$ cat src/hw/rtl/fx2t_pkg.sv
`timescale 1ns / 1ps
// ----------------------------------------------------------------------------
// fx2t_pkg
// Shared types, constants and helpers of the 16.16 fixed-point to decimal
// text converter.
// ----------------------------------------------------------------------------
package fx2t_pkg;

  localparam int TEXT_LEN = 8;

  localparam logic [31:0] THR_100   = 32'd6553600;
  localparam logic [31:0] THR_10    = 32'd655360;
  localparam logic [31:0] ROUND_INT = 32'd32768;
  localparam logic [31:0] ROUND_ONE = 32'd3276;
  localparam logic [31:0] ROUND_TWO = 32'd327;

  localparam logic [7:0] CHAR_NUL   = 8'h00;
  localparam logic [7:0] CHAR_SPACE = 8'h20;
  localparam logic [7:0] CHAR_MINUS = 8'h2D;
  localparam logic [7:0] CHAR_DOT   = 8'h2E;
  localparam logic [7:0] CHAR_ZERO  = 8'h30;

  typedef enum logic [1:0] {
    FMT_INT,
    FMT_ONE,
    FMT_TWO
  } fmt_t;

  typedef struct packed {
    logic        neg;
    logic [15:0] ipart;
    logic [6:0]  frac;
    fmt_t        fmt;
    logic [7:0]  budget;
  } split_t;

  typedef struct packed {
    logic            neg;
    logic [4:0][3:0] digit;
    logic [2:0]      ndig;
    logic [3:0]      ftens;
    logic [3:0]      fones;
    fmt_t            fmt;
    logic [7:0]      budget;
  } dig_t;

  typedef struct packed {
    logic [TEXT_LEN-1:0][7:0] chars;
    logic [2:0]               count;
  } text_t;

  // One step of the shift-and-add-three binary to BCD conversion.
  function automatic logic [19:0] dabble_shift(input logic [19:0] bcd, input logic b);
    logic [19:0] adj;
    adj = bcd;
    for (int i = 0; i < 5; i++) begin
      if (adj[4*i +: 4] >= 4'd5) begin
        adj[4*i +: 4] = adj[4*i +: 4] + 4'd3;
      end
    end
    return {adj[18:0], b};
  endfunction

endpackage

$ cat src/hw/rtl/fx2t_round.sv
`timescale 1ns / 1ps
// ----------------------------------------------------------------------------
// fx2t_round
// Three pipeline stages: magnitude, rounding, and split into integer part,
// format and scaled fraction.
// ----------------------------------------------------------------------------
module fx2t_round (
  input  logic                 clk,
  input  logic                 rst,
  input  logic                 advance,
  input  logic                 in_valid,
  input  logic signed [31:0]   value,
  input  logic [7:0]           buffer_size,
  output logic                 split_valid,
  output fx2t_pkg::split_t     split
);
  import fx2t_pkg::*;

  logic        a_valid;
  logic        a_neg;
  logic [31:0] a_mag;
  logic [7:0]  a_budget;

  logic        b_valid;
  logic        b_neg;
  logic [31:0] b_rmag;
  logic [7:0]  b_budget;

  logic [31:0] a_mag_next;
  logic [7:0]  a_budget_next;
  logic [31:0] b_rmag_next;
  logic [6:0]  scale;
  logic [22:0] prod;
  split_t      split_next;

  always_comb begin
    a_mag_next    = value[31] ? (~value + 32'd1) : value;
    a_budget_next = (buffer_size == 8'd0) ? 8'd0 : buffer_size - 8'd1;
  end

  always_comb begin
    if (a_mag >= THR_100) begin
      b_rmag_next = a_mag + ROUND_INT;
    end else if (a_mag >= THR_10) begin
      b_rmag_next = a_mag + ROUND_ONE;
    end else begin
      b_rmag_next = a_mag + ROUND_TWO;
    end
  end

  always_comb begin
    split_next.neg    = b_neg;
    split_next.ipart  = b_rmag[31:16];
    split_next.budget = b_budget;
    if (b_rmag >= THR_100) begin
      split_next.fmt = FMT_INT;
      scale          = 7'd10;
    end else if (b_rmag >= THR_10) begin
      split_next.fmt = FMT_ONE;
      scale          = 7'd10;
    end else begin
      split_next.fmt = FMT_TWO;
      scale          = 7'd100;
    end
    prod            = 23'(b_rmag[15:0]) * 23'(scale);
    split_next.frac = prod[22:16];
  end

  always_ff @(posedge clk) begin
    if (rst) begin
      a_valid     <= 1'b0;
      b_valid     <= 1'b0;
      split_valid <= 1'b0;
    end else if (advance) begin
      a_valid     <= in_valid;
      b_valid     <= a_valid;
      split_valid <= b_valid;
    end
  end

  always_ff @(posedge clk) begin
    if (advance) begin
      a_neg    <= value[31];
      a_mag    <= a_mag_next;
      a_budget <= a_budget_next;
      b_neg    <= a_neg;
      b_rmag   <= b_rmag_next;
      b_budget <= a_budget;
      split    <= split_next;
    end
  end

endmodule

$ cat src/hw/rtl/fx2t_digits.sv
`timescale 1ns / 1ps
// ----------------------------------------------------------------------------
// fx2t_digits
// Two pipeline stages that turn the integer part into decimal digits, eight
// conversion steps each, and split the fraction into its digits.
// ----------------------------------------------------------------------------
module fx2t_digits (
  input  logic               clk,
  input  logic               rst,
  input  logic               advance,
  input  logic               split_valid,
  input  fx2t_pkg::split_t   split,
  output logic               dig_valid,
  output fx2t_pkg::dig_t     dig
);
  import fx2t_pkg::*;

  logic        h_valid;
  logic [19:0] h_bcd;
  split_t      h_split;

  logic [19:0] h_bcd_next;
  logic [19:0] bcd;
  logic [14:0] tens_prod;
  logic [3:0]  tens;
  logic [6:0]  tens10;
  dig_t        dig_next;

  always_comb begin
    h_bcd_next = 20'd0;
    for (int i = 15; i >= 8; i--) begin
      h_bcd_next = dabble_shift(h_bcd_next, split.ipart[i]);
    end
  end

  always_comb begin
    bcd = h_bcd;
    for (int i = 7; i >= 0; i--) begin
      bcd = dabble_shift(bcd, h_split.ipart[i]);
    end
    tens_prod = 15'(h_split.frac) * 15'd205;
    tens      = tens_prod[14:11];
    tens10    = 7'(tens) * 7'd10;

    dig_next.neg    = h_split.neg;
    dig_next.digit  = bcd;
    dig_next.ftens  = tens;
    dig_next.fones  = 4'(h_split.frac - tens10);
    dig_next.fmt    = h_split.fmt;
    dig_next.budget = h_split.budget;
    if (bcd[19:16] != 4'd0) begin
      dig_next.ndig = 3'd5;
    end else if (bcd[15:12] != 4'd0) begin
      dig_next.ndig = 3'd4;
    end else if (bcd[11:8] != 4'd0) begin
      dig_next.ndig = 3'd3;
    end else if (bcd[7:4] != 4'd0) begin
      dig_next.ndig = 3'd2;
    end else begin
      dig_next.ndig = 3'd1;
    end
  end

  always_ff @(posedge clk) begin
    if (rst) begin
      h_valid   <= 1'b0;
      dig_valid <= 1'b0;
    end else if (advance) begin
      h_valid   <= split_valid;
      dig_valid <= h_valid;
    end
  end

  always_ff @(posedge clk) begin
    if (advance) begin
      h_bcd   <= h_bcd_next;
      h_split <= split;
      dig     <= dig_next;
    end
  end

endmodule

$ cat src/hw/rtl/fx2t_text.sv
`timescale 1ns / 1ps
// ----------------------------------------------------------------------------
// fx2t_text
// Pipeline stage that lays the characters out in a buffer and cuts the
// character count to the budget.
// ----------------------------------------------------------------------------
module fx2t_text (
  input  logic             clk,
  input  logic             rst,
  input  logic             advance,
  input  logic             dig_valid,
  input  fx2t_pkg::dig_t   dig,
  output logic             text_valid,
  output fx2t_pkg::text_t  text
);
  import fx2t_pkg::*;

  logic [TEXT_LEN-1:0][7:0] chars;
  logic [2:0]               pos;
  text_t                    text_next;

  always_comb begin
    chars = '0;
    pos   = 3'd0;
    if (dig.neg) begin
      chars[pos] = CHAR_MINUS;
      pos        = pos + 3'd1;
    end
    for (int k = 4; k >= 0; k--) begin
      if (3'(k) < dig.ndig) begin
        chars[pos] = CHAR_ZERO + {4'd0, dig.digit[k]};
        pos        = pos + 3'd1;
      end
    end
    if (dig.fmt != FMT_INT) begin
      chars[pos] = CHAR_DOT;
      pos        = pos + 3'd1;
      if (dig.fmt == FMT_TWO) begin
        chars[pos] = CHAR_ZERO + {4'd0, dig.ftens};
        pos        = pos + 3'd1;
      end
      chars[pos] = CHAR_ZERO + {4'd0, dig.fones};
      pos        = pos + 3'd1;
    end
    chars[pos] = CHAR_SPACE;
    pos        = pos + 3'd1;

    text_next.chars = chars;
    text_next.count = (dig.budget < {5'd0, pos}) ? dig.budget[2:0] : pos;
  end

  always_ff @(posedge clk) begin
    if (rst) begin
      text_valid <= 1'b0;
    end else if (advance) begin
      text_valid <= dig_valid;
    end
  end

  always_ff @(posedge clk) begin
    if (advance) begin
      text <= text_next;
    end
  end

endmodule

$ cat src/hw/rtl/fx2t_serial.sv
`timescale 1ns / 1ps
// ----------------------------------------------------------------------------
// fx2t_serial
// Output register that sends one item's characters, one per cycle while
// char_ready is high, then the terminator, loading the next item as it leaves.
// ----------------------------------------------------------------------------
module fx2t_serial (
  input  logic             clk,
  input  logic             rst,
  input  logic             text_valid,
  input  fx2t_pkg::text_t  text,
  output logic             load,
  output logic             char_valid,
  input  logic             char_ready,
  output logic [7:0]       character,
  output logic             is_last
);
  import fx2t_pkg::*;

  logic                     full;
  logic [2:0]               idx;
  logic [2:0]               count;
  logic [TEXT_LEN-1:0][7:0] chars;

  assign char_valid = full;
  assign is_last    = (idx == count);
  assign character  = (idx < count) ? chars[idx] : CHAR_NUL;
  assign load       = text_valid && (!full || (char_ready && is_last));

  always_ff @(posedge clk) begin
    if (rst) begin
      full <= 1'b0;
      idx  <= 3'd0;
    end else if (load) begin
      full <= 1'b1;
      idx  <= 3'd0;
    end else if (full && char_ready) begin
      if (is_last) begin
        full <= 1'b0;
      end else begin
        idx <= idx + 3'd1;
      end
    end
  end

  always_ff @(posedge clk) begin
    if (load) begin
      chars <= text.chars;
      count <= text.count;
    end
  end

endmodule

$ cat src/hw/rtl/fixed_16_16_to_decimal_text.sv
`timescale 1ns / 1ps
// ----------------------------------------------------------------------------
// fixed_16_16_to_decimal_text
// Formats a signed 16.16 fixed-point value as rounded decimal ASCII text.
// ----------------------------------------------------------------------------
// The input channel (item_valid / item_ready) takes a signed 16.16 value and
// a buffer size. The output channel (char_valid / char_ready) returns the
// text one character per item: an optional minus sign, the integer part,
// a point with one or two fraction digits below 100, and a space, all cut
// to buffer_size - 1 characters, then a zero terminator with is_last high.
// An item passes six pipeline registers (magnitude, rounding, split, two
// digit conversion stages, text layout) and then loads the output register,
// where its first character becomes valid.
// The output register sends one character per cycle while char_ready is
// high, and an item gives between one and eight characters: its kept
// characters plus the terminator. The next item loads in the cycle its
// predecessor's terminator leaves, and the pipeline takes a new item every
// cycle while that register keeps up.
// Reset clears all valid bits; no item is in flight afterward. Once the
// output register is full and the layout stage has an item waiting, the whole
// pipeline holds its contents while char_ready is low, and item_ready falls.
// ----------------------------------------------------------------------------
module fixed_16_16_to_decimal_text (
  input  logic               clk,
  input  logic               rst,
  input  logic               item_valid,
  output logic               item_ready,
  input  logic signed [31:0] value,
  input  logic [7:0]         buffer_size,
  output logic               char_valid,
  input  logic               char_ready,
  output logic [7:0]         character,
  output logic               is_last
);
  import fx2t_pkg::*;

  logic   advance;
  logic   load;
  logic   split_valid;
  split_t split;
  logic   dig_valid;
  dig_t   dig;
  logic   text_valid;
  text_t  text;

  assign advance    = !text_valid || load;
  assign item_ready = advance;

  fx2t_round u_round (
    .clk         (clk),
    .rst         (rst),
    .advance     (advance),
    .in_valid    (item_valid),
    .value       (value),
    .buffer_size (buffer_size),
    .split_valid (split_valid),
    .split       (split)
  );

  fx2t_digits u_digits (
    .clk         (clk),
    .rst         (rst),
    .advance     (advance),
    .split_valid (split_valid),
    .split       (split),
    .dig_valid   (dig_valid),
    .dig         (dig)
  );

  fx2t_text u_text (
    .clk        (clk),
    .rst        (rst),
    .advance    (advance),
    .dig_valid  (dig_valid),
    .dig        (dig),
    .text_valid (text_valid),
    .text       (text)
  );

  fx2t_serial u_serial (
    .clk        (clk),
    .rst        (rst),
    .text_valid (text_valid),
    .text       (text),
    .load       (load),
    .char_valid (char_valid),
    .char_ready (char_ready),
    .character  (character),
    .is_last    (is_last)
  );

  a_last_is_nul: assert property (@(posedge clk) disable iff (rst)
    char_valid && is_last |-> character == CHAR_NUL)
    else $error("terminator item carries a nonzero character");

  a_text_not_nul: assert property (@(posedge clk) disable iff (rst)
    char_valid && !is_last |-> character != CHAR_NUL)
    else $error("text item carries a zero character");

  a_stall_holds: assert property (@(posedge clk) disable iff (rst)
    text_valid && !advance |=> text_valid && $stable(text))
    else $error("layout stage lost or changed an item during a stall");

  a_ready_when_empty: assert property (@(posedge clk) disable iff (rst)
    !char_valid |-> item_ready)
    else $error("input stalled while the output register is empty");

endmodule

$ cat config.mk
export PLATFORM = sky130hd
export DESIGN_NAME = fixed_16_16_to_decimal_text
export DESIGN_NICKNAME = d
export VERILOG_FILES = /design/src/hw/rtl/fx2t_pkg.sv /design/src/hw/rtl/fx2t_round.sv /design/src/hw/rtl/fx2t_digits.sv /design/src/hw/rtl/fx2t_text.sv /design/src/hw/rtl/fx2t_serial.sv /design/src/hw/rtl/fixed_16_16_to_decimal_text.sv
export SDC_FILE = /design/constraint.sdc
export NUM_CORES = 1
export LEC_CHECK = 0
export CAP_MARGIN = 15
export CORE_ASPECT_RATIO = 1.5
export CORE_MARGIN = 2
export CORE_UTILIZATION = 40
export CTS_CLUSTER_SIZE = 25
export DETAILED_ROUTE_END_ITERATION = 16
export DONT_BUFFER_PORTS = 1
export GPL_TIMING_DRIVEN = 0
export SLEW_MARGIN = 20
export SYNTH_ARGS = -nofsm -noshare
export SYNTH_HDL_FRONTEND = slang
export SYNTH_SLANG_ARGS = --single-unit
$ cat constraint.sdc
create_clock -name clk -period 11.4 [get_ports clk]
set_input_delay 1.14 -clock clk [delete_from_list [all_inputs] [get_ports clk]]
set_output_delay 1.14 -clock clk [all_outputs]
set_load 0.01 [all_outputs]
* After elaboration in Yosys (flattened, before gate mapping)
Index checks and enable logic that the tools add are counted.
** Storage, ports and cells
- Input port bits :: 44
- Flip-flop bits (word level) :: 338
- Output and inout port bits :: 11
** Operators by class
- Bitwise operators :: 8
- Equal/unequal tests :: 2
- Multiplexer cells :: 103
- Add/subtract/negate cells :: 67
- Reductions and logical operators :: 28
- Magnitude comparators :: 74
- $mul :: 3
** Operator list (count)
- $mux W64 :: 8
- $bwmux W64 :: 7
- $demux W8 S3 :: 9
- $ge A4 B3 Y1 const B :: 39
- $mux W4 :: 37
- $add A4 B2 Y4 const B :: 34
- $mux W8 :: 11
- $ge A32 B20 Y1 const B :: 2
- $ge A32 B23 Y1 const B :: 2
- $mux W32 :: 2
- $not A32 Y32 :: 2
- $and A56 B56 Y56 :: 1
- $not A56 Y56 :: 1
- $add A6 B4 Y7 const A :: 7
- $mux W3 :: 16
- $lt A3 B4 Y1 const B :: 9
- $add A32 B1 Y32 const B :: 1
- $add A32 B12 Y32 const B :: 1
- $add A32 B16 Y32 const B :: 1
- $add A32 B9 Y32 const B :: 1
- $and A32 B32 Y32 :: 1
- $or A32 B32 Y32 :: 1
- $mux W31 :: 1
- $add A3 B1 Y3 const B :: 9
- other kinds (38) :: 82

* Logic depth before layout (Yosys ltp)
- Word-level depth :: 23
- Gate-level depth with buffers :: 39
- Gate-level depth less buffers :: 39

* Hierarchy
From an unflattened synthesis, not the netlist that was laid out.
** Second synthesis, totals
- Cells, all modules :: 2290
- Area, all modules :: 23804.1 um^2
** By module, submodules not included
- fx2t_digits :: area each 8042.7 um^2, cells each 876, seq. area each 2382.3 um^2, instances 1
- fx2t_round :: area each 7594.8 um^2, cells each 647, seq. area each 3543.4 um^2, instances 1
- fx2t_text :: area each 5331.4 um^2, cells each 620, seq. area each 1551.5 um^2, instances 1
- fx2t_serial :: area each 2829.0 um^2, cells each 146, seq. area each 2092.0 um^2, instances 1
- fixed_16_16_to_decimal_text :: area each 6.3 um^2, cells each 1, seq. area each 0.0 um^2, instances 1

* Worst setup path after synthesis
Ideal clock, no wire load.
- Path type :: register to output
- Start :: register u_serial.idx[0]
- End :: output item_ready
- Slack :: 3.037 ns
- Buffers on the path :: 2
- Arrival :: 7.223 ns
- Data required time :: 10.260 ns
- Stages on the path, launching flop included :: 10
- Path through :: dfxtp_1 -> clkbuf_1 -> clkbuf_1 -> inv_1 -> ha_1 -> and3_1 -> nand2_1 -> nand2_1 -> inv_1 -> nand2_1
** Between the ends
- Longest elaborated chain between the ends :: 5
** Ends and longest elaborated chain
- start: declaration :: RTL line fx2t_serial.sv:21 : logic [2:0] idx;
- start signal: assignment :: RTL line fx2t_serial.sv:41 : idx <= idx + 3'd1;
- $eq A3 B3 Y1 :: RTL line fx2t_serial.sv:26 : assign is_last = (idx == count);
- named net is_last :: RTL line fixed_16_16_to_decimal_text.sv:33 : output logic is_last
- $logic_and A1 B1 Y1 :: RTL line fx2t_serial.sv:28 : assign load = text_valid && (!full || (char_ready && is_last));
- $logic_or A1 B1 Y1 :: RTL line fx2t_serial.sv:28
- $logic_and A1 B1 Y1 :: RTL line fx2t_serial.sv:28
- $logic_or A1 B1 Y1 :: RTL line fixed_16_16_to_decimal_text.sv:46 : assign advance = !text_valid || load;
- end: declaration :: RTL line fixed_16_16_to_decimal_text.sv:27 : output logic item_ready,
The timed path passes the listed nets, and every way through them passes these cells.

==> summary.md <==
| Metric | Value |
|---|---|
| Clk root buf | clkbuf_16 |
| Area after DPL | 22600 um^2 |
| Fin. max-slew vios | 0 |
| Sequential area share after synthesis | 0.420 |
| Cell area after layout | 23800 um^2 |
| GRT overflow | 0 |
| Routability Congestion | 0.944 |
| CP Max Fanout | 9 |
| Crit-path slowest cell | a2111oi_1 |
| Max Clock Freq | 0.108 GHz |
| Initial antenna violation count | 0 |
| CP most frequent cell | ha_1 |
| Nets | 2382 |
| CTS tree | built |
| Hold_buf cts | 0 |
| CP startpoint | u_digits.dig[20] |
| Final Setup Violations | 0 |
| DIE HEIGHT | 289 um |
| Worst setup endpoint | u_text.text[0] |
| Status | finished, final reports clean |
| Primary FF master, synth | edfxtp_1 |
| Commonest non-fill, non-tap cells in the layout | 296 x edfxtp_1, 182 x nor2_1, 168 x nand2_1, 163 x ha_1, 152 x inv_1 |
| Synth unique cells | 115 |
| Clock Tree Buf Depth | 3 |
| R2r endpoint | u_text.text[0] |
| HP Class | reg -> reg |
| Worst Path Arrival | 9.50 ns |
| Wire length of the first global-routing pass | 75.2 mm |
| Final Hold Vio Count | 0 |
| Top cell type by total area after synthesis | edfxtp_1 |
| Resized Gates After CTS | 0 |
| Crit path buf inv count | 8 |
| Reg clk slew, reported paths | 0.06 ns |
| Worst EP required | 11.67 ns |
| Worst path max stage delay | 0.76 ns |
| DP HPWL | 36.9 mm |
| Ant. Diodes | 0 |
| Final WL | 46.4 mm |
| H-tree levels | 2 |
| Die area | 56000 um^2 |
| Max-cap violations | 0 |
| Top Ports | 55 |
| Starting DRT DRC Count | 698 |
| Most common cell after layout, fill and taps aside | edfxtp_1 |
| Share of the synthesized area in the top cell type | 0.411 |
| Cell family with most CP delay | adder cells |
| Num rows | 104 |
| Port buffer count | 0 |
| Gate Count Post-Synth | 2084 |
| Largest net degree at the start of global routing | 65 |
| Post-route DRC | 0 |
| Starting Density | 0.403 |
| Min Clock Period, post-route | 9.23 ns |
| Worst slew pin tran | 1.12 ns |
| Clock skew | 0.0191 ns |
| Die X | 194 um |
| Clk sinks | 306 |
| Reg2reg start | u_digits.dig[20] |
| Yosys warns | 0 |
| DRT Pass-1 Iters | 5 |
| Vias per cell | 5.43 |
| Syn_area_per_cell | 10.4 um^2 |
| Setup TNS | 0 ns |
| Layout cell share with drive strength beyond 1 | 0.0762 |
| Post-synth EDFFs | 296 |
| Slew headroom | 0.247 |
| Core outline area | 53600 um^2 |
| Post-route clock period utilization | 0.810 |
| RSZ-0062 raised after global routing | false |
| CP Capture Type | flop |
| Number of buffers created by CTS | 34 |
| Postcts setup bufs | 0 |
| Clk_lat worst skew | 0.52 ns |
| Post-synth ARST share | 0 |
| Via count | 15424 |
| WL/cell | 16.3 um |
| Synth area leaders | edfxtp_1 41%, ha_1 9.4%, fa_1 4.5%, xnor2_1 3.6%, nor2_1 3.2% |
| R2r setup slk | 2.17 ns |
| R2R cell count | 27 |
| Netlist Area Pre-Place | 21600 um^2 |
| Via count of the first global-routing pass | 15636 |
| Critical Path Stages | 27 |
| Synthesis-stage register bit count | 306 |
| Area grow syn2layout | 9.89% |
| Total GRT Usage | 0.164 |
| CP Launch Type | flop |
| CP Class | reg -> reg |
| Antenna viol nets, final | 0 |
## stage by stage
stage | setup WS, ns | util | cells | hold WS, ns
3_3_place_gp | 0.821 | 0.420 | 2774 | 0.400
3_5_place_dp | 2.05 | 0.422 | 2779 | 0.405
4_1_cts | 2.03 | 0.443 | 2840 | 0.416
5_1_grt | 1.44 | 0.443 | 2840 | 0.425
6_report | 2.17 | 0.443 | 2840 | 0.415
2_1_floorplan | 3.04 | - | 2085 | 0.400
## layout make-up
type	count	area, um^2
fill	5094	29800
multi-input combinational	1559	11700
sequential	306	9090
clock buffer	43	906
tap	689	862
inverter	158	593
buffer	62	256
clock inverter	18	216
timing repair buffer	5	130
## sequential cells by signal, indices dropped and copies added, names as in the netlist, 10 cells and up
signal / flops
u_digits.dig_next: 11
u_digits.dig: 42
u_digits.h_bcd: 10
u_round.a_mag: 32
u_digits.h_split: 14
u_text.text: 51
u_round.split: 34
u_round.b_rmag: 32
u_serial.chars: 48
## metal layers
metal / wire (um) / GRT usage / vias up
li1: - / - / 7706
met1: 16700 / 0.156 / 7318
met4: 2060 / 0.0788 / 0
met5: 0 / 0 / -
met3: 1140 / 0.0192 / 127
met2: 26500 / 0.341 / 273
## Yosys cell counts (11+ instances only)
library cell / number
inv_1: 152
and2_1: 35
a22oi_1: 31
nand3_1: 45
clkbuf_1: 45
a21oi_1: 108
o211ai_1: 11
xor2_1: 22
ha_1: 163
and3_1: 16
a21o_1: 24
fa_1: 49
nand2_1: 169
a211oi_1: 17
mux2_2: 19
nand2b_1: 25
o22ai_1: 19
o21ai_0: 118
mux4_2: 12
or3_1: 20
o31ai_1: 12
edfxtp_1: 296
nor2b_1: 22
nor3_1: 57
mux2i_1: 47
o21a_1: 18
xnor2_1: 88
nand3b_1: 11
nor2_1: 182
a31oi_1: 17
## how the worst min path moves through the flow
stage | startpoint | to | slack [ns] | cells after the start
after global routing | u_round.split[13] | u_digits.h_split[13] | 0.43 | 0
final | u_round.a_budget[0] | u_round.b_budget[0] | 0.41 | 0
after global placement | u_round.split[14] | u_digits.h_split[14] | 0.40 | 0
after detailed placement | u_round.split[4] | u_digits.dig_next[4] | 0.40 | 0
after CTS | u_round.a_budget[0] | u_round.b_budget[0] | 0.42 | 0
after floorplan | u_round.split[17] | u_digits.bcd[0] | 0.40 | 0
## cell families (layout without fill, tap and decap cells)
kind of cell    Yosys count  count (layout)  share of synthesized area
compound gates          502             502                      0.158
xor+xnor                116             116                     0.0499
fa+ha+maj               213             213                      0.140
buf+inv                 220             286                     0.0393
flops                   306             306                      0.420
mux                      82              82                     0.0471
other cells               1               2                   0.000173
simple gates            644             644                      0.145
## worst reg2reg max path: cells and delay by family (launching register included)
family                     cells  cell delay (ns)
buffers and inverters          8             1.83
AOI/OAI and AO/OA              3             1.06
xor gates and xnor gates       1             0.72
adders and majority gates      8             2.76
muxes                          4             1.55
DFF                            1             0.41
and+or+nand+nor                3             0.63
Power is left out: the tool's default activity adds up to more than one toggle a clock period on the data nets, which glitch-free logic cannot reach.
